**config.mk**
```make
export PLATFORM = sky130hd
export DESIGN_NAME = alc_cfg
export DESIGN_NICKNAME = d
export VERILOG_FILES = /design/src/alc_pkg.sv /design/src/alc_cfg.sv
export SDC_FILE = /design/constraint.sdc
export NUM_CORES = 1
export LEC_CHECK = 0
export BUFFER_PORTS_ARGS = -buffer_cell sky130_fd_sc_hd__buf_4
export CAP_MARGIN = 20
export CORE_MARGIN = 5
export CORE_UTILIZATION = 24
export DETAILED_ROUTE_END_ITERATION = 7
export PLACE_DENSITY_LB_ADDON = 0.1
export SLEW_MARGIN = 20
export SYNTH_ARGS = -nofsm -noshare
export SYNTH_HDL_FRONTEND = slang
export SYNTH_SLANG_ARGS = --single-unit
```
**constraint.sdc**
```tcl
create_clock -name clk -period 0.8 [get_ports clk]
set_input_delay 0.04 -clock clk [delete_from_list [all_inputs] [get_ports clk]]
set_output_delay 0.04 -clock clk [all_outputs]
set_load 0.01 [all_outputs]
```
**src/alc_pkg.sv**
```systemverilog
package alc_pkg;

  // raw count width and scaled count width (16 bits times at most 2^9 after scaling)
  localparam int CNT_W = 16;
  localparam int CH_W = 25;
  localparam int LUX_W = 16;
  localparam int GAIN_SHIFT = 4;

  // segment tables: breakpoints at 9 fraction bits, coefficients at 14
  localparam int SEGMENTS = 8;
  localparam int SEG_W = 3;
  localparam int TAB_W = 10;
  localparam int TAB_RATIO_BITS = 9;
  localparam int TAB_COEF_BITS = 14;

  localparam int FIFO_DEPTH = 4;
  localparam int FIFO_PTR_W = 2;
  localparam int FIFO_CNT_W = 3;

  localparam int ADDR_W = 4;
  localparam int DATA_W = 32;

  localparam logic [1:0] REG_GAIN = 2'd0;
  localparam logic [1:0] REG_TIME = 2'd1;
  localparam logic [1:0] REG_PKG = 2'd2;

  localparam logic [1:0] TIME_13MS = 2'd0;
  localparam logic [1:0] TIME_101MS = 2'd1;
  localparam logic [1:0] TIME_402MS = 2'd2;

  typedef logic [TAB_W-1:0] tab_t;

  localparam tab_t SEG_BRK [0:1][0:SEGMENTS-1] = '{
    '{10'h040, 10'h080, 10'h0c0, 10'h100, 10'h138, 10'h19a, 10'h29a, 10'h29a},
    '{10'h043, 10'h085, 10'h0c8, 10'h10a, 10'h14d, 10'h19a, 10'h29a, 10'h29a}
  };

  localparam tab_t SEG_OFF [0:1][0:SEGMENTS-1] = '{
    '{10'h1f2, 10'h214, 10'h23f, 10'h270, 10'h16f, 10'h0d2, 10'h018, 10'h000},
    '{10'h204, 10'h228, 10'h253, 10'h282, 10'h177, 10'h101, 10'h037, 10'h000}
  };

  localparam tab_t SEG_SLOPE [0:1][0:SEGMENTS-1] = '{
    '{10'h1be, 10'h2d1, 10'h37b, 10'h3fe, 10'h1fc, 10'h0fb, 10'h012, 10'h000},
    '{10'h1ad, 10'h2c1, 10'h363, 10'h3df, 10'h1dd, 10'h127, 10'h02b, 10'h000}
  };

  typedef struct packed {
    logic       gain_high;
    logic [1:0] integration_time_sel;
    logic       package_kind;
  } cfg_t;

  typedef struct packed {
    logic full;
    logic empty;
  } fifo_stat_t;

endpackage

```
**src/alc_cfg.sv**
```systemverilog
module alc_cfg (
  input  logic                       clk,
  input  logic                       rst,
  input  logic                       psel,
  input  logic                       penable,
  input  logic                       pwrite,
  input  logic [alc_pkg::ADDR_W-1:0] paddr,
  input  logic [alc_pkg::DATA_W-1:0] pwdata,
  output logic [alc_pkg::DATA_W-1:0] prdata,
  output logic                       pready,
  output alc_pkg::cfg_t              cfg
);

  logic [1:0] reg_idx;
  logic       wr_en;

  assign reg_idx = paddr[alc_pkg::ADDR_W-1:2];
  assign wr_en = psel & penable & pwrite;
  assign pready = 1'b1;

  always_ff @(posedge clk) begin
    if (rst) begin
      cfg.gain_high <= 1'b0;
      cfg.integration_time_sel <= alc_pkg::TIME_402MS;
      cfg.package_kind <= 1'b0;
    end else if (wr_en) begin
      unique case (reg_idx)
        alc_pkg::REG_GAIN: cfg.gain_high <= pwdata[0];
        alc_pkg::REG_TIME: cfg.integration_time_sel <= pwdata[1:0];
        alc_pkg::REG_PKG:  cfg.package_kind <= pwdata[0];
        default: begin
        end
      endcase
    end
  end

  always_comb begin
    unique case (reg_idx)
      alc_pkg::REG_GAIN: prdata = alc_pkg::DATA_W'(cfg.gain_high);
      alc_pkg::REG_TIME: prdata = alc_pkg::DATA_W'(cfg.integration_time_sel);
      alc_pkg::REG_PKG:  prdata = alc_pkg::DATA_W'(cfg.package_kind);
      default:           prdata = '0;
    endcase
  end

endmodule

```
### After elaboration in Yosys (flattened, before gate mapping)

Cells that the tools add are included.

| word-level totals | value |
|---|---|
| register bits | 4 |
| latch bits | 0 |
| bits in writable memories | 0 |
| ROM bits | 0 |
| input port bits | 41 |
| output and inout port bits | 37 |
| logic and storage cells | 12 |
| memories kept | 0 |

| cells by class | value |
|---|---|
| add/subtract/negate cells | 0 |
| multipliers | 0 |
| divide/modulo/power cells | 0 |
| $lt $le $gt $ge | 0 |
| equal/unequal tests | 2 |
| shift operators | 0 |
| multiplexer cells | 1 |
| bitwise operators | 2 |
| reduce and logical (&&, ||, !) cells | 4 |

Operators by type and width:

| kind | number |
|---|---|
| one-hot mux 2 bit (3 select lines) | 1 |
| AND reduction 2 bit | 3 |
| bitwise AND 1 bit | 2 |
| == test 2 x 1 -> 1 bit, second input constant | 1 |
| == test 2 bit, second input constant | 1 |
| zero test 2 bit | 1 |

### Longest topological paths before layout

| logic depth | value |
|---|---|
| depth after elaboration | 3 |
| mapped depth | 3 |
| depth with buffers taken out | 3 |

### Worst setup path before layout

No wires, ideal clock.

| timing | value |
|---|---|
| kind | input to register |
| start point | input port pwrite |
| end point | register cfg[1] in the netlist's numbering |
| library setup time | 0.119 ns |
| arrival | 0.651 ns |
| required time | 0.681 ns |
| setup slack | 0.030 ns |
| stages on the path | 3 |
| buffers on the path | 0 |
| cells stage by stage | nand3_2 > or3b_1 > mux2i_1 |

| on the way | value |
|---|---|
| cells in the longest elaborated chain, start to end | 2 |

RTL lines:

| item | RTL line | RTL |
|---|---|---|
| start, declared | alc_cfg.sv:6 | `input logic pwrite,` |
| bitwise AND 1 bit | alc_cfg.sv:18 | `assign wr_en = psel & penable & pwrite;` |
| AND reduction 2 bit (no source line) | -- |  |
| end, declared | alc_cfg.sv:11 | `output alc_pkg::cfg_t cfg` |

No other way between the ends.
A chain may end at the register's enable or synchronous reset.

### Final worst setup path

| timing | value |
|---|---|
| start point | register cfg[1] in the netlist's numbering |
| end point | output port prdata[0] in the netlist's numbering |

| on the way | value |
|---|---|
| cells in the longest elaborated chain, start to end | 1 |

RTL lines:

| item | RTL line | RTL |
|---|---|---|
| one-hot mux 2 bit (3 select lines) | alc_cfg.sv:38 | `unique case (reg_idx)` |
| end, declared | alc_cfg.sv:9 | `output logic [alc_pkg::DATA_W-1:0] prdata,` |

No other way between the ends.

==> results.md <==
* Drt wl/cell at 9.139 um
* Global-route wire length before repair at between 1000 and 1500 um
* Setup ws final at -0.1652 ns
* WP data required at 0.76 ns
* Critical Path Fanout Max at 2
* CP Launch Type: register
* Largest reg by FF count: cfg
* Rows at 15
* Most common cell in the netlist: buf_4
* Max cap viols at 0
* Clock skew at 0 ns
* Yosys top cell area share at between 50% and 60%
* Synth area leader: buf_4
* Final WL at 923 um
* Post-route cell area at 561.8 um^2
* Via count at ~330
* Die W at around 54 um
* Sink Count at 4
* Synth Area in Simple Gates at 17.08%
* Setup TNS at -0.4738 ns
* Clk root buf: clkbuf_4
* Number of flip-flops in the largest register at 4
* Area Overhead vs Synth at 23.69%
* Synth top cells by count: buf_4, mux2i_1, dfxtp_1, nand2b_1
* Vias in the first global route at 300
* Largest family of logic cells by synthesized area: buffers and inverters
* Final hold vios at 0
* Starting Density at 25.74%
* Drt initial violations at 9
* XOR/XNOR share of the synthesized area at 0%
* DP HPWL at 744.4 um
* Adder-cell share of the synthesized area at 0%
* Yosys warns at 0
* Pwr Density at roughly 1100 nW/um^2
* Slew Limit Fails at 0
* All-Layer GR Usage at 6.478%
* I/O Pins at 78
* Synth Instances at 55
* CTS clk-pin slew, worst paths at 0.04 ns
* DIE HEIGHT at 53.50 um
* Unrepaired setup endpoints after global routing: true
* Initial antenna violation count at 0
* Routed Antenna Nets at 0
* Core area at 1764 um^2
* Tmin final at around 0.97 ns
* Mux contribution to synthesized area at 11.02%
* Final period util at 120.7%
* H-tree depth at 1
* Sequential cell area at 85.08 um^2
* First-pass DRT Iterations at 3
* Status: finished with violations
* Largest net degree at the start of global routing at 7
* Min-delay worst type: primary input to register
* Dpl ws at -0.08044 ns
* Fillers at 198
* Mapped Area at about 450 um^2
* Post-synth top flop: dfxtp_1
* Area taken by multi-input logic gates at approximately 250 um^2
* Gpl congestion at 0.6662
* Failing checks: negative setup slack
* Syn Area/Cell at ~8.3 um^2
* Util after Layout at a little under a third
* Synth Area in Compound Gates at 1.377%
* Drt via density at 3.228
* Post-synth EDFFs at 0
* Critical path type: register to output port
* CTS tree: built
* Gr ovfl total at 0
* Cell variety after synth at 13
* Die ar. at around 2900 um^2
* Critical Path End Type: output port
* Leak at 0.0003044 uW
* Post-synthesis sequential area ratio at between 10% and 20%
* Proportion of layout cells with a drive suffix above 1 at around two fifths
* Port bufs at 14
* Area contributors post-synth: buf_4, dfxtp_1, mux2i_1
* Final setup viols at 5
* Top Registers: cfg: 4 flops
* DRC errors left at 0
* Async set or reset register ratio after synthesis at 0%
* Fmax at 1036 MHz
* Ant diodes at 0
* Clock Path Buffers at 2
* # nets final at 119
* Clock Latency Late Sink at 0.24 ns
* Crit path DAT at 0.93 ns
* Yosys reg bits at 4
* Area post-placement at 504.2 um^2
* CTS buffer count at 3
* Worst vdd ir at around 460 uV
stage by stage:
step	std cells	hold WS (ns)	total power (uW)
after floorplan	84	0.1599	406.7
after CTS	100	0.06759	633.3
after global routing	101	0.09589	688.5
after global placement	97	0.2978	357.1
final	101	0.06411	636.0
after detailed placement	97	0.3015	357.2
routing by layer:
metal	wire length [um]	global-route usage, %	part of all wire [%]
met4	13	3.830	1.4
met1	322	6.988	35
met2	408	9.184	44
met3	179	4.507	19
met5	0	0	0
cell families (layout without fill, tap and decap cells):
| kind of cell | Yosys count | in the layout |
|---|---|---|
| and+or+nand+nor | 12 | 12 |
| DFF | 4 | 4 |
| buffers and inverters | 31 | 23 |
| AOI/OAI and AO/OA | 1 | 1 |
| muxes | 5 | 5 |
| other | 2 | 31 |
final timing paths:
path,from,endpoint,slack (ns),cells after the start
setup reg to reg,cfg[1],cfg[1],0.01,4
hold / removal,pwdata[1],cfg[2],0.06,3
hold reg to reg,cfg[2],cfg[2],0.53,2
setup / recovery,cfg[1],prdata[0],-0.17,3
cell usage in the layout, fill, tap and decap left out:
master / n
and3b_2: 1
nor2_1: 2
buf_6: 6
nand2b_1: 4
clkbuf_4: 3
or3b_1: 1
nor3b_1: 1
conb_1: 31
buf_4: 14
nand3_2: 1
mux2i_1: 5
nor3_1: 1
o22ai_1: 1
nand2_1: 1
dfxtp_2: 4
cell type report:
class	instances	area share, %
multi-input cells	49	44.54
well taps	25	5.568
flip-flops and latches	4	15.14
clock buffers	3	4.009
repair buffers	20	30.74
power by group:
part / switching (uW) / internal [uW] / total (uW) / leakage (uW)
logic: 102 / 57.7 / 160 / 0.000257
registers: 1.72 / 203 / 205 / 0.0000334
clock network: 102 / 169 / 271 / 0.0000138
total: 206 / 430 / 636 / 0.000304
critical path: stages (launching register included):
cell and delay [ns]:
dfxtp_2 0.32, mux2i_1 0.06, o22ai_1 0.15, buf_4 0.14
timing repair:
action	in CTS	in global routing
hold endpoints to repair	0	0
setup endpoints to repair	5	5
hold buffers	0	0
pin swaps	0	1
buffers inserted	0	1
resized for setup	9	1
No activity file was read; power rests on OpenSTA's default activity.
