[src/alc_pkg.sv]
package alc_pkg;

  // raw count width and scaled count width (16 bits times at most 2^9 after scaling)
  localparam int CNT_W = 16;
  localparam int CH_W = 25;
  localparam int LUX_W = 16;
  localparam int GAIN_SHIFT = 4;

  // segment tables: breakpoints at 9 fraction bits, coefficients at 14
  localparam int SEGMENTS = 8;
  localparam int SEG_W = 3;
  localparam int TAB_W = 10;
  localparam int TAB_RATIO_BITS = 9;
  localparam int TAB_COEF_BITS = 14;

  localparam int FIFO_DEPTH = 4;
  localparam int FIFO_PTR_W = 2;
  localparam int FIFO_CNT_W = 3;

  localparam int ADDR_W = 4;
  localparam int DATA_W = 32;

  localparam logic [1:0] REG_GAIN = 2'd0;
  localparam logic [1:0] REG_TIME = 2'd1;
  localparam logic [1:0] REG_PKG = 2'd2;

  localparam logic [1:0] TIME_13MS = 2'd0;
  localparam logic [1:0] TIME_101MS = 2'd1;
  localparam logic [1:0] TIME_402MS = 2'd2;

  typedef logic [TAB_W-1:0] tab_t;

  localparam tab_t SEG_BRK [0:1][0:SEGMENTS-1] = '{
    '{10'h040, 10'h080, 10'h0c0, 10'h100, 10'h138, 10'h19a, 10'h29a, 10'h29a},
    '{10'h043, 10'h085, 10'h0c8, 10'h10a, 10'h14d, 10'h19a, 10'h29a, 10'h29a}
  };

  localparam tab_t SEG_OFF [0:1][0:SEGMENTS-1] = '{
    '{10'h1f2, 10'h214, 10'h23f, 10'h270, 10'h16f, 10'h0d2, 10'h018, 10'h000},
    '{10'h204, 10'h228, 10'h253, 10'h282, 10'h177, 10'h101, 10'h037, 10'h000}
  };

  localparam tab_t SEG_SLOPE [0:1][0:SEGMENTS-1] = '{
    '{10'h1be, 10'h2d1, 10'h37b, 10'h3fe, 10'h1fc, 10'h0fb, 10'h012, 10'h000},
    '{10'h1ad, 10'h2c1, 10'h363, 10'h3df, 10'h1dd, 10'h127, 10'h02b, 10'h000}
  };

  typedef struct packed {
    logic       gain_high;
    logic [1:0] integration_time_sel;
    logic       package_kind;
  } cfg_t;

  typedef struct packed {
    logic full;
    logic empty;
  } fifo_stat_t;

endpackage

[src/alc_fifo.sv]
module alc_fifo #(
  parameter int WIDTH = 60
) (
  input  logic                clk,
  input  logic                rst,
  input  logic                push,
  input  logic [WIDTH-1:0]    push_data,
  input  logic                pop,
  output logic [WIDTH-1:0]    pop_data,
  output alc_pkg::fifo_stat_t stat
);

  logic [WIDTH-1:0]                  mem [0:alc_pkg::FIFO_DEPTH-1];
  logic [alc_pkg::FIFO_PTR_W-1:0]    wptr;
  logic [alc_pkg::FIFO_PTR_W-1:0]    rptr;
  logic [alc_pkg::FIFO_CNT_W-1:0]    count;

  assign stat.full = count == alc_pkg::FIFO_CNT_W'(alc_pkg::FIFO_DEPTH);
  assign stat.empty = count == '0;
  assign pop_data = mem[rptr];

  always_ff @(posedge clk) begin
    if (rst) begin
      wptr <= '0;
      rptr <= '0;
      count <= '0;
    end else begin
      if (push) begin
        wptr <= wptr + 1'b1;
      end
      if (pop) begin
        rptr <= rptr + 1'b1;
      end
      if (push && !pop) begin
        count <= count + 1'b1;
      end else if (pop && !push) begin
        count <= count - 1'b1;
      end
    end
  end

  always_ff @(posedge clk) begin
    if (push) begin
      mem[wptr] <= push_data;
    end
  end

endmodule

[config.mk]
export PLATFORM = sky130hd
export DESIGN_NAME = alc_fifo
export DESIGN_NICKNAME = d
export VERILOG_FILES = /design/src/alc_pkg.sv /design/src/alc_fifo.sv
export SDC_FILE = /design/constraint.sdc
export NUM_CORES = 1
export LEC_CHECK = 0
export BUFFER_PORTS_ARGS = -buffer_cell sky130_fd_sc_hd__buf_4
export CAP_MARGIN = 20
export CORE_ASPECT_RATIO = 0.6
export CORE_MARGIN = 1.5
export CORE_UTILIZATION = 35
export DETAILED_ROUTE_END_ITERATION = 6
export PLACE_DENSITY_LB_ADDON = 0.25
export SLEW_MARGIN = 20
export SYNTH_ARGS = -nofsm -noshare
export SYNTH_HDL_FRONTEND = slang
export SYNTH_SLANG_ARGS = --single-unit
[constraint.sdc]
create_clock -name clk -period 6 [get_ports clk]
set_clock_uncertainty 0.05 [all_clocks]
set_input_delay 0.6 -clock clk [delete_from_list [all_inputs] [get_ports clk]]
set_output_delay 0.6 -clock clk [all_outputs]
set_load 0.05 [all_outputs]
### After elaboration in Yosys (flattened, before gate mapping)

Memory sizes are Yosys's and may differ from the RTL's. A register that Yosys moved wholly into a read port is not among the register bits.
Index checks and enable logic that the tools add are counted.

| storage, ports and cells | value |
|---|---|
| register bits after elaboration | 7 |
| bits in writable memories | 240 |
| bits of input ports | 64 |
| output and inout port bits | 62 |
| word-level logic and storage cells | 21 |
| memories | 1 |

| operators by class | value |
|---|---|
| add/sub/neg operators | 4 |
| equal/unequal tests | 1 |
| multiplexer cells | 6 |
| reductions and logical operators | 6 |

Memories:

| memory | depth | bits a word | read ports | clocked after Yosys merged registers in | wr ports | RTL line | RTL |
|---|---|---|---|---|---|---|---|
| mem | 4 | 60 | 1 | 1 | 1 | alc_fifo.sv:13 | `logic [WIDTH-1:0] mem [0:alc_pkg::FIFO_DEPTH-1];` |

Operators by type and width:

| kind | number |
|---|---|
| 3-bit 2-to-1 mux | 2 |
| 2-bit by 1-bit adder with 2-bit output (second input constant) | 2 |
| 2-bit 2-to-1 mux | 2 |
| 3-bit by 1-bit adder with 3-bit output (second input constant) | 1 |
| 3-bit == test (second input constant) | 1 |
| 3-bit logical NOT | 1 |
| 3-bit by 1-bit subtractor with 3-bit output (second input constant) | 1 |
| 1-bit logical AND | 2 |
| 1-bit logical NOT | 2 |
| 1-bit 2-to-1 mux | 2 |
| 2-bit nonzero test | 1 |

### Depth between registers and ports, before layout

Gate-level depths: netlist of the first run.

| depth | value |
|---|---|
| depth after elaboration | 4 |
| mapped depth | 7 |
| gate-level depth less buffers | 7 |

### Least setup slack after synthesis of the first run

No wires, ideal clock.

| timing | value |
|---|---|
| path type | input port to flip-flop |
| start | input port push |
| end | memory mem[0][0] (enable) |
| library setup time | 0.424 ns |
| arrival time | 2.017 ns |
| data required time | 5.526 ns |
| path slack | 3.509 ns |
| stages | 1 |
| path buffers | 0 |
| path through | and2_1 |

| between the ends | value |
|---|---|
| longest elaborated chain between the ends | 2 |

RTL lines:

| what | RTL line | RTL |
|---|---|---|
| start, declared | alc_fifo.sv:6 | `input logic push,` |
| 1-bit 2-to-1 mux | alc_fifo.sv:43 | `if (push) begin` |
| 1-bit 2-to-1 mux (implied by the code) | alc_fifo.sv:44 | `mem[wptr] <= push_data;` |
| end, declared | alc_fifo.sv:13 |  |

Every way passes these cells.

==> summary.txt, run 1 <==
Die
  • Initial Util: a little over a third
  • Core area: approximately 26000 sq um
  • Die width: around 210 microns
  • Die area: 27200 sq um
  • IO Count: 126
  • Row count: 45
  • Die height: between 100 and 150 microns

Power and ir drop
  • PD cells: about 380 nW/um^2
  • VDD IR max: roughly 0.18 mV
  • Overall Power: roughly 4.2 mW
  • Net Switching: between 1 and 1.5 mW
  • Sw frac: about a quarter
  • Clock power frac: between 30% and 40%
  • P_int: ~3.2 mW
  • Sequential Power Share: 48.6%
  • LEAKAGE: 3.75 nW
  • Comb pwr share: 14.0%

Synth
  • Async set or reset register ratio after synthesis: 0%
  • Main synth FF type: edfxtp_1
  • Mapped cell area: about 9200 sq um
  • Post-synth EDFFs: 240
  • Seq cells post-synth: around 250
  • Mapped Cells: 358
  • Syn Area/Cell: around 26 sq um
  • Synth warn: 0
  • Sequential fraction of the synthesis area: 80.7%
  • Number of library cell types mapped by synthesis: 22
  • Synthesized net count: ~430

Setup path
  • CP Capture Type: output port
  • R2R Path Start: wptr[0]$_SDFFE_PP0P_
  • Cell family with most CP delay: flip-flops
  • R2r endpoint: mem[3][43]$_DFFE_PP_
  • Data arrival, critical path: 2850 ps
  • CP bufs+invs: 2
  • Crit-path cells: buf_4 -> mux4_2 -> buf_4
  • R2R Setup Slk: 4150 ps
  • Crit-path max FO: 39
  • CP Class: reg -> out
  • Crit path largest cell delay: ~900 ps
  • Startpoint Class: register
  • Top cell by count, worst path: buf_4
  • Slowest-stage cell, CP: dfxtp_4
  • Instance count on the critical path: 3
  • Worst path required time: roughly 5400 ps
  • Worst R2R Path Depth: 2

Drt
  • First-pass iteration count of the detailed router: 4
  • Avg Vias per Cell: around 4.7
  • Routed via count: 4089
  • Residual DRC: 0
  • WL per Instance: just over 20 microns
  • Initial DRC Count: between 100 and 150
  • Final WL: 17.8 mm
  • ANT nets after route: 0

Run status
  • Status: complete, no violations

Placed design
  • Placer Congestion: 0.678
  • Pre-CTS WS: approximately 2900 ps
  • DP HPWL: 10.0 mm
  • Number of I/O port buffers: around 130
  • Post-placement cell area: 10400 sq um

Hold path
  • Hold Startpoint: push_data[53]
  • Hold-critical path depth: 1
  • Hold/Removal Path Class: in -> reg
  • Hold path endpoint: mem[3][53]$_DFFE_PP_

CTS
  • Post-CTS setup buffer count: 0
  • Clock Tree Buf Depth: 3
  • Maximum level of the CTS H-tree: 1
  • CTS buffer count: 24
  • CTS tree: done
  • Post_cts resized: 0
  • Worst skew pair latency: around 510 ps
  • Root buf cell: clkbuf_16
  • Post-CTS Hold Fix Bufs: 0
  • Clk sinks: approximately 250
  • Clk slew on worst S/H paths: roughly 70 ps

Timing
  • RSZ-0062 raised after global routing: no
  • F_max: approximately 0.29 GHz
  • Fin crit share: between 50% and 60%
  • Hold violation total from the final report: 0
  • Worst-Margin Slew: between 900 and 1000 ps
  • Setup ws final: about 2500 ps
  • Final TNS setup: 0 ps
  • Shortest period the worst path allows: around 3500 ps
  • Final setup violation count: 0
  • Final Max Slew Viols: 0
  • Worst hold margin: between 200 and 250 ps
  • Rel. slew slack: 34.6%

Final layout
  • Ant diodes: 0
  • Register area: 7390 sq um
  • Area occupied by multi-input gates: roughly 1600 sq um
  • Area growth syn-to-layout: 22.7%
  • Share of cells above drive strength 1: approximately 44%
  • Nets: roughly 570
  • Commonest non-fill, non-tap cell in the layout: edfxtp_1
  • Filler cells: approximately 2200
  • Most frequent cells in the layout: edfxtp_1 (240), buf_4 (126), mux4_2 (60)
  • Final Cell Area: ~11000 sq um

Global route
  • Pin count of the biggest net entering global routing: between 60 and 70
  • Initial antenna violation count: 0
  • Vias in the first global route: 4568
  • Global-route wire length before repair: between 20 and 30 mm
  • GR Util All Layers: a little over an eighth
  • GRT overflow: 0

Flow run
  • Max Cap Viol: 0
==> power groups by stage <==
stage / logic [mW] / clock network, mW / registers, mW
2_1_floorplan: 0.443 / 0 / 2.05
3_3_place_gp: 0.592 / 0 / 2.09
3_5_place_dp: 0.598 / 0 / 2.09
4_1_cts: 0.601 / 1.61 / 2.05
5_1_grt: 0.622 / 1.68 / 2.06
6_report: 0.592 / 1.57 / 2.05
==> cell type report <==
cell class,count,share of cell area (%)
Multi-Input combinational cell,90,14.2
Inverter,4,0.134
Clock inverter,9,1.09
Timing Repair Buffer,126,8.43
Tap cell,352,3.92
Clock buffer,35,6.38
Sequential cell,249,65.9
==> flip-flops by register name, summed over array words and instances, names as in the netlist, named ones only <==
name and count:
count 3, mem 240, rptr 2, wptr 2
==> metal layers <==
metal	vias up	part of all wire [%]	global-route usage [%]
met3	21	6.1	4.19
li1	1792	-	-
met2	107	46	21.4
met4	0	1.4	2.98
met1	2169	46	18.3
met5	-	0	0
==> metrics by stage <==
step / utilization [%] / cells
floorplan: - / 358
global placement: 40.7 / 821
detailed placement: 40.7 / 821
CTS: 44.0 / 865
global route: 44.0 / 865
finish: 44.0 / 865
==> synthesized netlist by cell type (2+ instances only) <==
| cell | count | share of area (%) |
|---|---|---|
| edfxtp_1 | 240 | 79 |
| mux2i_1 | 2 | 0.22 |
| buf_12 | 6 | 1.3 |
| mux4_2 | 60 | 15 |
| and2_1 | 4 | 0.27 |
| xnor2_1 | 2 | 0.19 |
| buf_2 | 6 | 0.33 |
| nor2_1 | 7 | 0.29 |
| dfxtp_1 | 9 | 2.0 |
| xor2_1 | 3 | 0.29 |
| inv_1 | 4 | 0.16 |
| ha_1 | 5 | 0.68 |
==> worst max path at each step <==
stage	startpoint	endpoint	slack, ps
after floorplan	push	mem[0][0]$_DFFE_PP_	3510
after global placement	register	pop_data[39]	2950
after detailed placement	register	pop_data[19]	2920
after CTS	register	pop_data[19]	2350
after global routing	register	pop_data[19]	2220
final	register	pop_data[19]	2500
==> logic make-up (layout without fill, tap and decap cells) <==
family	after synthesis	count (layout)	share of synthesized area (%)
muxes	62	62	15.0
adders and majority gates	6	6	0.902
and+or+nand+nor	15	15	0.807
DFF	249	249	80.7
xor gates and xnor gates	5	5	0.479
buffers and inverters	19	174	2.01
AOI/OAI and AO/OA	2	2	0.109
(Power assumes the default switching activity.)
==> run 2: changes to the inputs <==
clock period = 2.8 ns   (was 6 ns; I/O delays follow)
==> run 2 against run 1 <==
Against the previous run:
- clock-buffer cell count is 8 lower
- sequential share of layout area is 3.7 points lower
- critical path depth stayed put
==> summary.txt, run 2 (same netlist as run 1, synthesis figures left out) <==
Run status
  • Status: complete, no violations

Power and ir drop
  • Overall Power: ~8.8 mW
  • Net Switching: 2.25 mW
  • Comb pwr share: 16.0%
  • Sequential Power Share: 49.4%
  • Clock power frac: roughly a third
  • VDD IR max: approximately 0.4 mV
  • Sw frac: between 20% and 30%
  • PD cells: 741 nW/um^2
  • LEAKAGE: just over 4 nW
  • P_int: 6.56 mW

Setup path
  • Crit path largest cell delay: 570 ps
  • Startpoint Class: register
  • Crit-path cells: buf_12 -> mux4_2 -> buf_4
  • Data arrival, critical path: 2170 ps
  • CP Capture Type: output port
  • R2r endpoint: mem[2][4]$_DFFE_PP_
  • Worst R2R Path Depth: 4
  • R2R Setup Slk: approximately 1100 ps
  • R2R Path Start: wptr[0]$_SDFFE_PP0P_
  • CP Class: reg -> out
  • Worst path required time: roughly 2500 ps
  • Critical path destination: pop_data[1]
  • Slowest-stage cell, CP: dfxtp_4
  • Crit-path max FO: 25

Final layout
  • Filler cells: about 2100
  • Commonest non-fill, non-tap cell in the layout: edfxtp_1
  • Biggest regs: mem: 240 flops, count: 3 flops
  • Max reg flops: 240
  • Area occupied by multi-input gates: roughly 1600 sq um
  • Core Util, Final: between 40% and 50%
  • Area growth syn-to-layout: 29.9%
  • Most frequent cells in the layout: edfxtp_1 (240), buf_4 (127), dlygate4sd3_1 (63)
  • Ant diodes: 0
  • Reg with most FFs: mem
  • Register area: about 7400 sq um
  • Share of cells above drive strength 1: 40.0%
  • Nets: 636

CTS
  • Clk slew on worst S/H paths: 60 ps
  • CTS buffer count: 24
  • Post-CTS Hold Fix Bufs: between 60 and 70
  • CTS tree: done
  • Post_cts resized: 0
  • Clk sinks: 249
  • Post-CTS setup buffer count: 0
  • Clock Tree Buf Depth: 3
  • Worst skew pair latency: roughly 530 ps
  • Root buf cell: clkbuf_16
  • Maximum level of the CTS H-tree: 1

Drt
  • Routed via count: 4313
  • Initial DRC Count: 162
  • WL per Instance: between 15 and 20 microns
  • Avg Vias per Cell: about 4.6
  • ANT nets after route: 0
  • Final WL: approximately 18 mm
  • First-pass iteration count of the detailed router: 4
  • Residual DRC: 0

Die
  • IO Count: between 100 and 150
  • Core area: between 20000 and 30000 sq um
  • Row count: between 40 and 50
  • Die width: around 210 microns
  • Initial Util: between 30% and 40%
  • Die height: roughly 130 microns
  • Die area: roughly 27000 sq um

Timing
  • Final TNS setup: 0 ps
  • RSZ-0062 raised after global routing: no
  • Worst-Margin Slew: 501 ps
  • F_max: ~0.40 GHz
  • Shortest period the worst path allows: roughly 2500 ps
  • Rel. slew slack: 66.6%
  • Final setup violation count: 0
  • Setup ws final: about 300 ps
  • Hold violation total from the final report: 0
  • Final Max Slew Viols: 0
  • Fin crit share: around nine tenths

Global route
  • Global-route wire length before repair: roughly 27 mm
  • GR Util All Layers: a little over an eighth
  • GRT overflow: 0
  • Initial antenna violation count: 1
  • Vias in the first global route: around 4800
  • Pin count of the biggest net entering global routing: 38

Flow run
  • Max Cap Viol: 0

Hold path
  • Hold/Removal Path Class: in -> reg

Placed design
  • Placer Congestion: between 0.6 and 0.7
  • Pre-CTS WS: between 700 and 800 ps
  • Number of I/O port buffers: between 100 and 150
  • DP HPWL: between 10 and 15 mm
-- run 2: worst max-delay path: cells and delay by family, from the launching register on --
kind,cells,cell delay [ps]
buffers and inverters,2,490
multiplexers,1,550
flip-flops,1,570
-- run 2: worst min path at each step --
stage                     startpoint                     to  slack [ps]  depth (start not counted)
2_1_floorplan           push_data[0]    mem[0][0]$_DFFE_PP_         330                          0
3_3_place_gp   count[2]$_SDFFE_PP0P_  count[2]$_SDFFE_PP0P_         430                          2
3_5_place_dp            push_data[9]    mem[3][9]$_DFFE_PP_         430                          1
4_1_cts                         push   wptr[1]$_SDFFE_PP0P_           1                          3
5_1_grt                         push   wptr[1]$_SDFFE_PP0P_          30                          3
6_report                        push   wptr[1]$_SDFFE_PP0P_          40                          3
-- run 2: layer usage --
metal  global-route usage [%]  vias to the layer above  routed length (microns)
met2                     22.8                      110                     8700
met4                     3.03                        2                      369
met3                     4.56                       27                     1160
met1                     17.0                     2244                     7670
met5                        0                        -                       12
li1                         -                     1930                        -
-- run 2: area by class of cell --
| cell class | instances | share of cell area [%] |
|---|---|---|
| clock inverters | 11 | 0.957 |
| clock buffers | 27 | 5.15 |
| inverters | 4 | 0.126 |
| repair buffers | 197 | 14.5 |
| multi-input cells | 90 | 13.4 |
| flip-flops and latches | 249 | 62.2 |
| well taps | 352 | 3.70 |
-- run 2: power by group through the flow --
stage | combinational, mW | sequential (mW) | clock (mW)
after floorplan | 0.950 | 4.40 | 0
after global placement | 1.34 | 4.42 | 0
after detailed placement | 1.35 | 4.43 | 0
after CTS | 1.43 | 4.35 | 3.16
after global routing | 1.49 | 4.37 | 3.29
final | 1.41 | 4.35 | 3.06
-- run 2: metrics by stage --
step,cells,area [sq um],hold WS (ps)
3_3_place_gp,829,10500,427
6_report,930,11900,44.1
5_1_grt,930,11900,30.1
4_1_cts,930,11900,1.10
3_5_place_dp,829,10500,435
2_1_floorplan,358,9150,329
