--- src/alc_pkg.sv ---
package alc_pkg;

  // raw count width and scaled count width (16 bits times at most 2^9 after scaling)
  localparam int CNT_W = 16;
  localparam int CH_W = 25;
  localparam int LUX_W = 16;
  localparam int GAIN_SHIFT = 4;

  // segment tables: breakpoints at 9 fraction bits, coefficients at 14
  localparam int SEGMENTS = 8;
  localparam int SEG_W = 3;
  localparam int TAB_W = 10;
  localparam int TAB_RATIO_BITS = 9;
  localparam int TAB_COEF_BITS = 14;

  localparam int FIFO_DEPTH = 4;
  localparam int FIFO_PTR_W = 2;
  localparam int FIFO_CNT_W = 3;

  localparam int ADDR_W = 4;
  localparam int DATA_W = 32;

  localparam logic [1:0] REG_GAIN = 2'd0;
  localparam logic [1:0] REG_TIME = 2'd1;
  localparam logic [1:0] REG_PKG = 2'd2;

  localparam logic [1:0] TIME_13MS = 2'd0;
  localparam logic [1:0] TIME_101MS = 2'd1;
  localparam logic [1:0] TIME_402MS = 2'd2;

  typedef logic [TAB_W-1:0] tab_t;

  localparam tab_t SEG_BRK [0:1][0:SEGMENTS-1] = '{
    '{10'h040, 10'h080, 10'h0c0, 10'h100, 10'h138, 10'h19a, 10'h29a, 10'h29a},
    '{10'h043, 10'h085, 10'h0c8, 10'h10a, 10'h14d, 10'h19a, 10'h29a, 10'h29a}
  };

  localparam tab_t SEG_OFF [0:1][0:SEGMENTS-1] = '{
    '{10'h1f2, 10'h214, 10'h23f, 10'h270, 10'h16f, 10'h0d2, 10'h018, 10'h000},
    '{10'h204, 10'h228, 10'h253, 10'h282, 10'h177, 10'h101, 10'h037, 10'h000}
  };

  localparam tab_t SEG_SLOPE [0:1][0:SEGMENTS-1] = '{
    '{10'h1be, 10'h2d1, 10'h37b, 10'h3fe, 10'h1fc, 10'h0fb, 10'h012, 10'h000},
    '{10'h1ad, 10'h2c1, 10'h363, 10'h3df, 10'h1dd, 10'h127, 10'h02b, 10'h000}
  };

  typedef struct packed {
    logic       gain_high;
    logic [1:0] integration_time_sel;
    logic       package_kind;
  } cfg_t;

  typedef struct packed {
    logic full;
    logic empty;
  } fifo_stat_t;

endpackage

--- src/alc_back.sv ---
module alc_back #(
  parameter int RATIO_SCALE_BITS = 9,
  parameter int LUX_SCALE_BITS = 14
) (
  input  logic                         clk,
  input  logic                         rst,
  input  alc_pkg::cfg_t                cfg,
  input  logic [3*alc_pkg::CH_W+RATIO_SCALE_BITS:0] pop_data,
  input  alc_pkg::fifo_stat_t          fifo_stat,
  output logic                         pop,
  output logic                         m_tvalid,
  input  logic                         m_tready,
  output logic [alc_pkg::LUX_W-1:0]    m_tdata
);

  localparam int NW = alc_pkg::CH_W + 1 + RATIO_SCALE_BITS;
  localparam int CMP_W = NW + alc_pkg::TAB_RATIO_BITS;
  localparam int COEF_W = (LUX_SCALE_BITS > alc_pkg::TAB_COEF_BITS) ?
                          (alc_pkg::TAB_W + LUX_SCALE_BITS - alc_pkg::TAB_COEF_BITS) :
                          alc_pkg::TAB_W;
  localparam int PROD_W = alc_pkg::CH_W + COEF_W;
  localparam int EXT_W = alc_pkg::TAB_W + LUX_SCALE_BITS + 1;

  function automatic logic [COEF_W-1:0] coef_scale(input logic [alc_pkg::TAB_W-1:0] c);
    logic [EXT_W-1:0] t;
    t = (EXT_W'(c) << LUX_SCALE_BITS) >> alc_pkg::TAB_COEF_BITS;
    return t[COEF_W-1:0];
  endfunction

  logic                     adv;
  logic [alc_pkg::CH_W-1:0] in_c0;
  logic [alc_pkg::CH_W-1:0] in_c1;
  logic [NW-1:0]            in_quo;
  logic [NW:0]              quo_inc;
  logic [NW-1:0]            ratio;
  logic [CMP_W-1:0]         ratio_cmp;
  logic [alc_pkg::SEG_W-1:0] seg_sel;

  logic                      b1_vld;
  logic [alc_pkg::CH_W-1:0]  b1_c0;
  logic [alc_pkg::CH_W-1:0]  b1_c1;
  logic [alc_pkg::SEG_W-1:0] b1_seg;

  logic [COEF_W-1:0] coef_b;
  logic [COEF_W-1:0] coef_m;

  logic              b2_vld;
  logic [PROD_W-1:0] b2_pos;
  logic [PROD_W-1:0] b2_neg;

  logic              b3_vld;
  logic [PROD_W-1:0] b3_diff;

  logic [PROD_W:0] lux_sum;
  logic [PROD_W:0] lux_sh;

  assign adv = ~m_tvalid | m_tready;
  assign pop = adv & ~fifo_stat.empty;

  assign in_c0 = pop_data[alc_pkg::CH_W-1:0];
  assign in_c1 = pop_data[2*alc_pkg::CH_W-1:alc_pkg::CH_W];
  assign in_quo = pop_data[2*alc_pkg::CH_W+NW-1:2*alc_pkg::CH_W];

  // round the ratio, a zero broadband count picks the first segment
  assign quo_inc = {1'b0, in_quo} + 1'b1;
  assign ratio = (in_c0 == '0) ? '0 : quo_inc[NW:1];
  assign ratio_cmp = CMP_W'(ratio) << alc_pkg::TAB_RATIO_BITS;

  always_comb begin
    seg_sel = alc_pkg::SEG_W'(alc_pkg::SEGMENTS - 1);
    for (int i = alc_pkg::SEGMENTS - 2; i >= 0; i--) begin
      if (ratio_cmp <= (CMP_W'(alc_pkg::SEG_BRK[cfg.package_kind][i]) << RATIO_SCALE_BITS)) begin
        seg_sel = alc_pkg::SEG_W'(i);
      end
    end
  end

  assign coef_b = coef_scale(alc_pkg::SEG_OFF[cfg.package_kind][b1_seg]);
  assign coef_m = coef_scale(alc_pkg::SEG_SLOPE[cfg.package_kind][b1_seg]);

  assign lux_sum = (PROD_W+1)'(b3_diff) + ((PROD_W+1)'(1) << (LUX_SCALE_BITS - 1));
  assign lux_sh = lux_sum >> LUX_SCALE_BITS;

  always_ff @(posedge clk) begin
    if (rst) begin
      b1_vld <= 1'b0;
      b2_vld <= 1'b0;
      b3_vld <= 1'b0;
      m_tvalid <= 1'b0;
    end else if (adv) begin
      b1_vld <= pop;
      b2_vld <= b1_vld;
      b3_vld <= b2_vld;
      m_tvalid <= b3_vld;
    end
  end

  always_ff @(posedge clk) begin
    if (adv) begin
      b1_c0 <= in_c0;
      b1_c1 <= in_c1;
      b1_seg <= seg_sel;
      b2_pos <= PROD_W'(b1_c0) * PROD_W'(coef_b);
      b2_neg <= PROD_W'(b1_c1) * PROD_W'(coef_m);
      b3_diff <= (b2_pos > b2_neg) ? (b2_pos - b2_neg) : '0;
      if (lux_sh > (PROD_W+1)'(16'hffff)) begin
        m_tdata <= '1;
      end else begin
        m_tdata <= lux_sh[alc_pkg::LUX_W-1:0];
      end
    end
  end

endmodule

--- config.mk ---
export PLATFORM = sky130hd
export DESIGN_NAME = alc_back
export DESIGN_NICKNAME = d
export VERILOG_FILES = /design/src/alc_pkg.sv /design/src/alc_back.sv
export SDC_FILE = /design/constraint.sdc
export NUM_CORES = 1
export LEC_CHECK = 0
export BUFFER_PORTS_ARGS = -buffer_cell sky130_fd_sc_hd__buf_2
export CORE_MARGIN = 2
export CORE_UTILIZATION = 60
export DETAILED_ROUTE_END_ITERATION = 10
export PLACE_DENSITY = 0.8
export SLEW_MARGIN = 10
export SYNTH_ARGS = -nofsm -noshare
export SYNTH_HDL_FRONTEND = slang
export SYNTH_SLANG_ARGS = --single-unit
--- constraint.sdc ---
create_clock -name clk -period 8.8 [get_ports clk]
set_input_delay 0.88 -clock clk [delete_from_list [all_inputs] [get_ports clk]]
set_output_delay 0.88 -clock clk [all_outputs]
set_load 0.05 [all_outputs]
# After elaboration in Yosys (flattened, before gate mapping)
# Cells that the tools add are included.
# W data, S select, Z words.
word_totals:
  reg_bits: 178
  inputBits: 94
  out_inout_bits: 18
  elab_cells: 60
classes:
  addsub: 3
  n_mul: 2
  n_lt_le_gt_ge: 11
  muxes: 22
  n_bitwise: 6
  n_reduce_logical: 3
op_table:
  columns: ["operator", "count"]
  rows:
  - ["$mux W80", 7]
  - ["$le A44 B19 Y1", 7]
  - ["$mux W75", 1]
  - ["$mux W72", 1]
  - ["$mul A25 B10 Y35", 2]
  - ["$bmux W10 S3", 2]
  - ["$mux W10", 4]
  - ["$add A35 B1 Y36 const B", 1]
  - ["$add A35 B14 Y36 const B", 1]
  - ["$gt A35 B35 Y1", 1]
  - ["$mux W35", 1]
  - ["$sub A35 B35 Y35", 1]
  - ["$logic_not A25 Y1", 1]
  - ["$gt A22 B16 Y1 const B", 1]
  - ["$mux W2", 4]
  - ["$ge A4 B4 Y1 const B", 1]
  - ["$not A3 Y4", 1]
  - ["$reduce_or A4 Y1", 1]
  - ["$ge A2 B2 Y1 const B", 1]
  - ["$mux W1", 2]
  - ["$not A1 Y1", 2]
  - ["$not A1 Y2", 1]
  - ["$reduce_or A2 Y1", 1]
  - ["$and A1 B1 Y1", 1]
  - ["$or A1 B1 Y1", 1]

# Depth between registers and ports, before layout
# Gate-level depths: netlist (run 1).
depth:
  ltp_word: 11
  depth_mapped: 29
  mapped_depth_nobuf: 28

# Worst setup path before layout (run 1)
# OpenSTA, ideal clock, no wires.
synth_path:
  kind: "input-to-reg"
  from: "input port cfg[0] (netlist bit)"
  to: "register b2_neg[34] (data pin)"
  setup_ps: 260
  arrival_ps: 7177
  required_time_ps: 8540
  setup_slack_ps: 1363
  stages: 26
  n_path_buf: 1
  path_cell_list: "inv_1 ha_1 nor3_1 a21oi_1 clkbuf_1 nand2_1 fa_1 inv_1 fa_1 fa_1 fa_1 inv_1 fa_1 inv_1 ha_1 and3_1 and3_1 or4_1 o221a_2 nand2_1 a31oi_1 a21oi_1 o31ai_1 a2111o_1 a31oi_1 xnor2_1"
synth_via:
  elab_chain_len: 8
synth_lines:
  columns: ["item", "line", "rtl"]
  rows:
  - ["from (decl)", "alc_back.sv:7", "input alc_pkg::cfg_t cfg,"]
  - ["$not A1 Y2 (implied by the code)", "alc_back.sv:79", "assign coef_m = coef_scale(alc_pkg::SEG_SLOPE[cfg.package_kind][b1_seg]);"]
  - ["$mux W75 (implied by the code)", "alc_back.sv:79", null]
  - ["$mux W80 (implied by the code) (2 in series)", "alc_back.sv:79", null]
  - ["$bmux W10 S3", "alc_back.sv:79", null]
  - ["$mux W10 (implied by the code) (2 in series)", "alc_back.sv:79", null]
  - ["$mul A25 B10 Y35", "alc_back.sv:104", "b2_neg <= PROD_W'(b1_c1) * PROD_W'(coef_m);"]
  - ["to (signal assigned)", "alc_back.sv:104", null]
  - ["to (decl)", "alc_back.sv:49", "logic [PROD_W-1:0] b2_neg;"]
# No other way between the ends. The select of a mux whose other input is x is not followed.
# A chain may end at the register's enable or synchronous reset.

# Worst setup path in the final report (run 1)
layout_path:
  from: "register b1_seg[0] (netlist bit)"
  to: "register b2_neg[34] (data pin)"
layout_via:
  elab_chain_len: 5
layout_lines:
  columns: ["item", "line", "rtl"]
  rows:
  - ["from (decl)", "alc_back.sv:42", "logic [alc_pkg::SEG_W-1:0] b1_seg;"]
  - ["from (signal assigned)", "alc_back.sv:102", "b1_seg <= seg_sel;"]
  - ["$not A3 Y4 (implied by the code)", "alc_back.sv:79", null]
  - ["$bmux W10 S3", "alc_back.sv:79", null]
  - ["$mux W10 (implied by the code) (2 in series)", "alc_back.sv:79", null]
  - ["$mul A25 B10 Y35", "alc_back.sv:104", null]
# No other way between the ends. The select of a mux whose other input is x is not followed.

==> metrics.csv, run 1 <==
stage;metric;value;unit
floorplanning;# rows;72;
drt;via count;17700;
clock_tree;Post-CTS Hold Buffers;0;
sta;clock skew;14.4;ps
critical_path;CP most frequent cell;fa_1;
clock_tree;Root Buffer Master;clkbuf_16;
drt;DRC violation count after routing;0;
drt;Initial DRT Pass Iterations;5;
job;# Max-Cap Violations;0;
sta;fin. max-slew vios;0;
global_routing;initial antenna violation count;0;
sta;RSZ-0062 raised after global routing;false;
final_layout;commonest non-fill, non-tap cells in the layout;inv_1, fa_1, nand2_1;
critical_path;stages on the worst setup path;25;
floorplanning;full die area;0.0411;mm2
sta;Final Setup Violations;0;
final_layout;Layout Area Growth over Synthesis;6.98;%
logic_synthesis;YS warnings;0;
critical_path;Critical Path Start;b1_seg[0];
clock_tree;CTS Buf Count;17;
drt;routed wire length;54.4;mm
floorplanning;die width;203;um
critical_path;WS Path Type;flop to flop;
final_layout;commonest non-fill, non-tap cell in the layout;inv_1;
clock_tree;Post-CTS Setup Bufs;0;
logic_synthesis;top-area cell type share of the netlist area;0.307;
sta;Hold Slack;492;ps
final_layout;# fillers;3001;
final_layout;ratio of cells with drive above 1 in the final layout;0.0783;
placed_design;port bufs;107;
logic_synthesis;Yosys reg bits;165;
logic_synthesis;Seq/Total Area, Yosys;0.207;
sta;Least-Margin Pin Slew;1030;ps
logic_synthesis;Net Count, Synth;3129;
critical_path;reg-to-reg startpoint;b1_seg[0];
critical_path;Worst Setup EP;b2_neg[34];
pwr;PD cells;89.0;mW/mm2
clock_tree;CTS tree;built;
critical_path;CP Capture Type;flop;
floorplanning;core area;0.0388;mm2
sta;Final TNS setup;0;ps
global_routing;largest net degree at the start of global routing;100;
critical_path;CP arrival;8410;ps
critical_path;Slowest cell on crit path;o31a_1;
logic_synthesis;Post-synth ARST share;0;
final_layout;final net count;3184;
floorplanning;initial core utilization;0.611;
critical_path;crit path launch type;flop;
pwr;Lkg Pwr;0.0132;uW
placed_design;routability congestion estimate;0.875;
logic_synthesis;Syn Inst Count;2474;
sta;relative slew slack;0.315;
global_routing;Overflow after GRT;0;
drt;DR iter-0 viols;1118;
floorplanning;I/O pin cnt;112;
clock_tree;worst skew pair latency;460;ps
clock_tree;PostCTS Resize Cnt;0;
sta;Max Fclk;0.122;GHz
critical_path;crit-path leading delay family;adder cells;
logic_synthesis;prevailing post-synth register cell;edfxtp_1;
pwr;worst vdd ir;0.000133;V
final_layout;n_diodes;0;
sta;Fin. Hold Viols;0;
sta;final worst path period share;0.931;
critical_path;R2R Setup Slk;610;ps
status;status;finished, final reports clean;
drt;DR vias/cell;5.78;
logic_synthesis;largest cells by area after synthesis;fa_1, edfxtp_1, ha_1, and2_1, inv_1;
global_routing;first-pass GRT wire length;93.3;mm
critical_path;Reg2Reg Depth;25;
drt;ANT nets after route;0;
global_routing;number of global-route vias before repair;19600;
logic_synthesis;Post-synth EDFFs;161;
critical_path;WP buf/inv;4;
hold_path;Hold/Removal Path Class;flop to flop;
critical_path;Max FO, Critical Path;25;
critical_path;CP required;9010;ps
clock_tree;CTS Buffer Depth;2;
clock_tree;clock slew at reported path FFs;80;ps
logic_synthesis;Mapped Area;0.0237;mm2
logic_synthesis;area leader, netlist;fa_1;
logic_synthesis;average size of a mapped cell;9.59;um2
global_routing;total global-route track usage;0.285;
critical_path;critical path's largest stage delay;840;ps
sta;Final min period;8190;ps
floorplanning;chip height;203;um
clock_tree;clk sink count;165;
placed_design;detailed placer's ending HPWL;41.8;mm
clock_tree;H-tree depth;4;
critical_path;end of the worst register-to-register path;b2_neg[34];
drt;Avg WL per Cell;17.8;um
logic_synthesis;Yosys cell types;77;
final_layout;final core utilization;0.654;
metrics by stage:
step	instances	power, uW	worst slack [ps]	cell area, um2
2_1_floorplan	2474	1340	1360	23700
3_3_place_gp	3028	1490	475	24800
3_5_place_dp	3028	1500	290	24800
4_1_cts	3060	2260	531	25400
5_1_grt	3060	2330	92.1	25400
6_report	3060	2260	605	25400
kinds of logic (layout without fill, tap and decap cells):
kind of cell	Yosys count	in the layout	synth area share
compound gates	271	271	0.0754
buf+inv	492	560	0.0785
xor+xnor	112	112	0.0413
fa+ha+maj	561	561	0.411
simple gates	866	866	0.184
mux	7	7	0.00311
flops	165	165	0.207
flip-flops by register name (all words and copies together), names as in the netlist:
name,flops
m_tdata,16
m_tvalid,1
b3_vld,1
b3_diff,22
b2_neg,35
b1_vld,1
b1_seg,3
b1_c0,25
b1_c1,25
b2_pos,35
b2_vld,1
report_power, final:
group | internal (uW) | switching [uW] | total (uW)
Sequential | 964 | 79.6 | 1040
Combinational | 131 | 321 | 452
Clock | 378 | 383 | 762
area by class of cell:
type	instances	area [um2]	share of cell area
Clock buffer	17	425	0.0168
Clock inverter	15	156	0.00616
Inverter	394	1480	0.0585
Multi-Input combinational cell	1817	17000	0.670
Sequential cell	165	4910	0.194
Tap cell	518	648	0.0255
Timing Repair Buffer	134	738	0.0291
cells in the mapped netlist, types with 10 or more instances:
cell,count
and2_1,267
nor3_1,29
a21o_1,35
inv_1,394
edfxtp_1,161
fa_1,364
nand4_1,18
nand2_1,318
clkbuf_1,47
ha_1,197
xnor2_1,74
a31oi_1,10
a211oi_1,16
xor2_1,38
nor2b_1,12
nand3_1,35
o21a_1,13
o22ai_1,11
a21oi_1,85
and3_1,16
buf_1,45
nor4_1,11
o21ai_0,32
nor2_1,108
o21bai_1,14
worst min-delay path by stage:
stage / end / cells past startpoint / slack [ps] / start
2_1_floorplan: m_tvalid / 2 / 440 / b3_vld
3_3_place_gp: m_tvalid / 2 / 450 / b3_vld
3_5_place_dp: m_tvalid / 2 / 480 / b3_vld
4_1_cts: m_tvalid / 2 / 490 / b3_vld
5_1_grt: m_tvalid / 2 / 530 / b3_vld
6_report: m_tvalid / 2 / 490 / b3_vld
worst register-to-register path, stage by stage, from the launching register on:
cell	delay, ps
edfxtp_1	600
inv_1	230
ha_1	250
o211ai_1	170
o31a_1	840
nand2_1	220
fa_1	520
fa_1	490
inv_1	50
fa_1	530
fa_1	550
inv_1	60
fa_1	530
inv_1	50
ha_1	340
and3_1	210
and3_1	220
or4_1	480
o221a_2	150
nand2_1	120
a31oi_1	160
a21oi_1	300
o31ai_1	140
a2111o_1	430
a31oi_1	220
xnor2_1	90
per-layer routing:
metal,track usage,share of wire,up-vias
met5,0,0,-
met4,0.109,0.031,0
met3,0.0374,0.052,151
met2,0.512,0.53,533
met1,0.348,0.39,8957
li1,-,-,8040
Note: power is estimated with default switching activity, not from simulation.
==> run 2: changes to the inputs <==
Settings changed: SKIP_LAST_GASP set to 1.
Clock period 8.8 ns to 7.8 ns, I/O delays scaled along.
==> run 2 against run 1 <==
Net effect:
- clock skew up 9.8 ps
- first-iteration DRC count up 5.1%
- worst hold slack worse by 18 ps
- power up 13%
- die area unchanged
==> metrics.csv, run 2 (synthesis results as in run 1) <==
stage;metric;value;unit
floorplanning;I/O pin cnt;112;
sta;clock skew;24.2;ps
pwr;switch share;0.338;
drt;via count;18100;
global_routing;initial antenna violation count;1;
placed_design;detailed placer's ending HPWL;42.6;mm
sta;Least-Margin Pin Slew;979;ps
critical_path;CP required;8010;ps
global_routing;total global-route track usage;0.286;
job;# Max-Cap Violations;0;
drt;DR vias/cell;5.84;
final_layout;commonest non-fill, non-tap cell in the layout;inv_1;
floorplanning;die width;203;um
global_routing;largest net degree at the start of global routing;100;
global_routing;number of global-route vias before repair;19800;
clock_tree;clk sink count;165;
placed_design;port bufs;107;
critical_path;Slowest cell on crit path;fa_1;
drt;routed wire length;55.4;mm
pwr;Reg power frac;0.461;
sta;final worst path period share;0.955;
drt;DR iter-0 viols;1175;
clock_tree;H-tree depth;4;
floorplanning;chip height;203;um
global_routing;Overflow after GRT;0;
pwr;clock share of power;0.340;
floorplanning;initial core utilization;0.611;
clock_tree;Post-CTS Setup Bufs;0;
floorplanning;core area;0.0388;mm2
critical_path;crit path launch type;primary input;
final_layout;ratio of cells with drive above 1 in the final layout;0.0896;
drt;DRT met1 WL;21.2;mm
pwr;Combinational Power Share;0.199;
final_layout;commonest non-fill, non-tap cells in the layout;inv_1, fa_1, nand2_1;
status;status;finished, final reports clean;
pwr;Psw;864;uW
critical_path;WS Path Type;primary input to flop;
clock_tree;CTS Buffer Depth;2;
pwr;Lkg Pwr;0.0134;uW
final_layout;Layout Area Growth over Synthesis;8.69;%
final_layout;n_diodes;0;
clock_tree;clock slew at reported path FFs;80;ps
pwr;Internal;1690;uW
sta;Final TNS setup;0;ps
pwr;PD cells;99.1;mW/mm2
sta;Final Setup Violations;0;
clock_tree;CTS Buf Count;17;
clock_tree;worst skew pair latency;480;ps
floorplanning;full die area;0.0411;mm2
sta;Max Fclk;0.134;GHz
final_layout;final net count;3219;
drt;max layer used;met4;
drt;ANT nets after route;0;
global_routing;first-pass GRT wire length;93.7;mm
final_layout;top flop regs;b2_neg x35, b2_pos x35;
drt;DRC violation count after routing;0;
clock_tree;Post-CTS Hold Buffers;0;
critical_path;Max FO, Critical Path;9;
critical_path;crit-path leading delay family;adder cells;
critical_path;CP arrival;7660;ps
drt;Avg WL per Cell;17.9;um
floorplanning;# rows;72;
drt;Initial DRT Pass Iterations;5;
pwr;Total Power;2560;uW
critical_path;critical path's largest stage delay;560;ps
sta;Final min period;7450;ps
final_layout;final core utilization;0.664;
sta;fin. max-slew vios;0;
drt;met2 wire length;28.4;mm
sta;RSZ-0062 raised after global routing;false;
placed_design;routability congestion estimate;0.886;
critical_path;CP Capture Type;flop;
hold_path;Hold/Removal Path Class;primary input to flop;
sta;relative slew slack;0.345;
critical_path;WP buf/inv;7;
pwr;worst vdd ir;0.000158;V
drt;routed wl met3;3.43;mm
critical_path;CP most frequent cell;fa_1;
clock_tree;CTS tree;built;
sta;Fin. Hold Viols;0;
clock_tree;Root Buffer Master;clkbuf_16;
clock_tree;PostCTS Resize Cnt;0;
==> run 2: final cells by class <==
cell class	instances	area, um2
Clock buffer	17	425
Inverter	394	1480
Clock inverter	15	163
Fill cell	2896	13000
Tap cell	518	648
Multi-Input combinational cell	1817	17000
Sequential cell	165	4910
Timing Repair Buffer	169	1150
==> run 2: per-stage QoR <==
step | std cells | setup WS [ps] | hold slack (ps) | area (um2)
after CTS | 3095 | 421 | 465 | 25800
after detailed placement | 3063 | 28.9 | 493 | 25200
after global placement | 3063 | 109 | 459 | 25200
after global routing | 3095 | 56.9 | 470 | 25800
final | 3095 | 353 | 473 | 25800
after floorplan | 2474 | 463 | 440 | 23700
==> run 2: final timing paths <==
check / from / endpoint / slack, ps / cells past startpoint
hold / removal: pop_data[36] / b1_c1[11] / 470 / 1
setup / recovery: cfg[0] / b2_neg[34] / 350 / 27
setup reg to reg: b1_seg[0] / b2_neg[34] / 360 / 28
hold reg to reg: b3_vld / m_tvalid / 500 / 2
==> run 2: layer usage <==
metal	up-vias	GRT usage
met5	-	0
met4	0	0.131
met3	196	0.0478
met2	709	0.504
met1	9053	0.343
li1	8115	-
==> run 2: power groups by stage <==
stage                     clock, uW  combinational [uW]  sequential [uW]
after floorplan                   0                 233             1270
after global placement            0                 492             1190
after detailed placement          0                 502             1190
after CTS                       876                 506             1180
after global routing            907                 545             1190
final                           869                 510             1180
==> run 3: changes to the inputs <==
Settings changed: CELL_PAD_IN_SITES_DETAIL_PLACEMENT set to 1, CELL_PAD_IN_SITES_GLOBAL_PLACEMENT set to 2, CORE_UTILIZATION 60 to 42, PLACE_DENSITY 0.8 to 0.86.
==> run 3 against run 2 <==
Net effect:
- power rose by 1.3%
- critical path type is now flop to flop
- first-iteration DRC count fell by 32%
- largest power group unchanged
- non-clock buffer count rose by 18
- global-route usage fell by 5.9 points
- final cell count up 8.3%
- maximum frequency is 0.24% higher
==> metrics.csv, run 3 (synthesis results as in run 1) <==
stage;metric;value;unit
clock_tree;CTS Buffer Depth;2;
clock_tree;clk sink count;165;
hold_path;Hold Crit Endpoint;b1_c1[18];
critical_path;Critical Path Start;b1_seg[0];
global_routing;total global-route track usage;0.226;
sta;fin. max-slew vios;0;
final_layout;final net count;3237;
drt;DR iter-0 viols;795;
job;# Max-Cap Violations;0;
final_layout;Cell Count, Final, Fillers Out;3351;
critical_path;crit path launch type;flop;
global_routing;first-pass GRT wire length;105;mm
critical_path;R2R Setup Slk;370;ps
floorplanning;# rows;87;
sta;relative slew slack;0.316;
status;status;finished, final reports clean;
hold_path;hold path depth;1;
placed_design;Post-Place Cell Area;0.0257;mm2
sta;Final min period;7430;ps
floorplanning;die width;242;um
sta;PnR worst setup slack;371;ps
clock_tree;worst skew pair latency;500;ps
placed_design;DP Worst Slack;-111;ps
floorplanning;core area;0.0562;mm2
hold_path;hold_sp;pop_data[43];
floorplanning;full die area;0.0584;mm2
drt;DR vias/cell;5.28;
critical_path;end of the worst register-to-register path;b2_pos[34];
clock_tree;Root Buffer Master;clkbuf_16;
critical_path;CP required;8140;ps
drt;DRC violation count after routing;0;
placed_design;port bufs;107;
final_layout;ratio of cells with drive above 1 in the final layout;0.0971;
drt;routed wire length;62.5;mm
sta;clock skew;13.2;ps
clock_tree;clock slew at reported path FFs;80;ps
clock_tree;H-tree depth;4;
sta;Fin. Hold Viols;0;
drt;via count;17700;
floorplanning;initial core utilization;0.422;
final_layout;n_diodes;0;
pwr;Lkg Pwr;0.0135;uW
pwr;Total Power;2590;uW
sta;Max Fclk;0.135;GHz
critical_path;CP arrival;7770;ps
placed_design;detailed placer's ending HPWL;49.4;mm
global_routing;Overflow after GRT;0;
placed_design;Cell Count Post-Placement;3319;
pwr;PD cells;98.5;mW/mm2
global_routing;number of global-route vias before repair;20600;
placed_design;routability congestion estimate;0.838;
critical_path;CP Capture Type;flop;
drt;Avg WL per Cell;18.6;um
sta;RSZ-0062 raised after global routing;true;
final_layout;post-route cell area;0.0263;mm2
global_routing;largest net degree at the start of global routing;96;
global_routing;initial antenna violation count;1;
floorplanning;chip height;242;um
floorplanning;I/O pin cnt;112;
final_layout;commonest non-fill, non-tap cell in the layout;inv_1;
drt;ANT nets after route;0;
drt;Initial DRT Pass Iterations;5;
sta;Final Setup Violations;0;
clock_tree;CTS Buf Count;17;
clock_tree;CTS tree;built;
final_layout;Layout Area Growth over Synthesis;10.8;%
final_layout;top flop regs;b2_neg x35, b2_pos x35;
critical_path;Max FO, Critical Path;25;
hold_path;Hold/Removal Path Class;primary input to flop;
critical_path;Reg2Reg Depth;26;
sta;final worst path period share;0.952;
sta;Least-Margin Pin Slew;1020;ps
final_layout;commonest non-fill, non-tap cells in the layout;inv_1, fa_1, nand2_1;
critical_path;reg-to-reg startpoint;b1_seg[0];
pwr;worst vdd ir;0.000178;V
critical_path;WS Path Type;flop to flop;
[run 3: stage by stage]
| stage | utilization | hold WS, ps | setup TNS (ps) |
|---|---|---|---|
| after floorplan | - | 440 | 0 |
| after global placement | 0.457 | 448 | 0 |
| after detailed placement | 0.457 | 474 | -223 |
| after CTS | 0.467 | 409 | 0 |
| after global routing | 0.468 | 425 | -31.4 |
| final | 0.468 | 446 | 0 |
[run 3: how the worst max path moves through the flow]
stage                     cells after the start  slack [ps]         end
after floorplan                              26         460  b2_neg[34]
after global placement                       29          30  b2_pos[34]
after detailed placement                     27        -110  b2_pos[34]
after CTS                                    26         230  b2_pos[34]
after global routing                         28         -30  b2_pos[33]
final                                        26         370  b2_pos[34]
[run 3: worst max-delay path, cell delays in order, from the launching register on]
cell,delay (ps)
edfxtp_1,380
inv_1,210
ha_1,300
nor2b_1,240
a21oi_1,60
o22ai_1,250
buf_12,220
and2_1,170
fa_1,460
fa_1,530
fa_1,540
fa_1,580
inv_1,70
fa_1,540
inv_1,50
ha_1,310
a21o_1,200
a21o_1,200
a211o_1,300
a211o_1,290
a41o_1,250
a211oi_2,260
or3_1,200
a31oi_1,120
o21ai_0,270
a21oi_1,120
a31oi_1,150
[run 3: area by class of cell]
| cell class | count | area [um2] |
|---|---|---|
| Fill cell | 6427 | 29900 |
| Multi-Input combinational cell | 1817 | 17000 |
| Clock inverter | 15 | 153 |
| Sequential cell | 165 | 4910 |
| Inverter | 394 | 1480 |
| Timing Repair Buffer | 187 | 1340 |
| Clock buffer | 17 | 425 |
| Tap cell | 756 | 946 |
[run 3: where the power goes]
part	total (uW)	internal, uW	leakage [uW]	switching, uW
sequential	1190	1090	0.00185	98.5
combinational	522	149	0.0114	373
clock	880	425	0.000281	455
total	2590	1660	0.0135	926
[run 3: what timing repair did]
item | in CTS | in global routing
buffers inserted | 0 | 0
endpoints found under the setup margin | 0 | 4
hold buffers | 0 | 0
resized for setup | 0 | 6
[run 3: layer usage]
layer | wire length (um) | part of all wire | track usage
met1 | 25600 | 0.41 | 0.270
met2 | 33300 | 0.53 | 0.418
met3 | 1650 | 0.026 | 0.0277
met4 | 1890 | 0.030 | 0.0817
met5 | 0 | 0 | 0
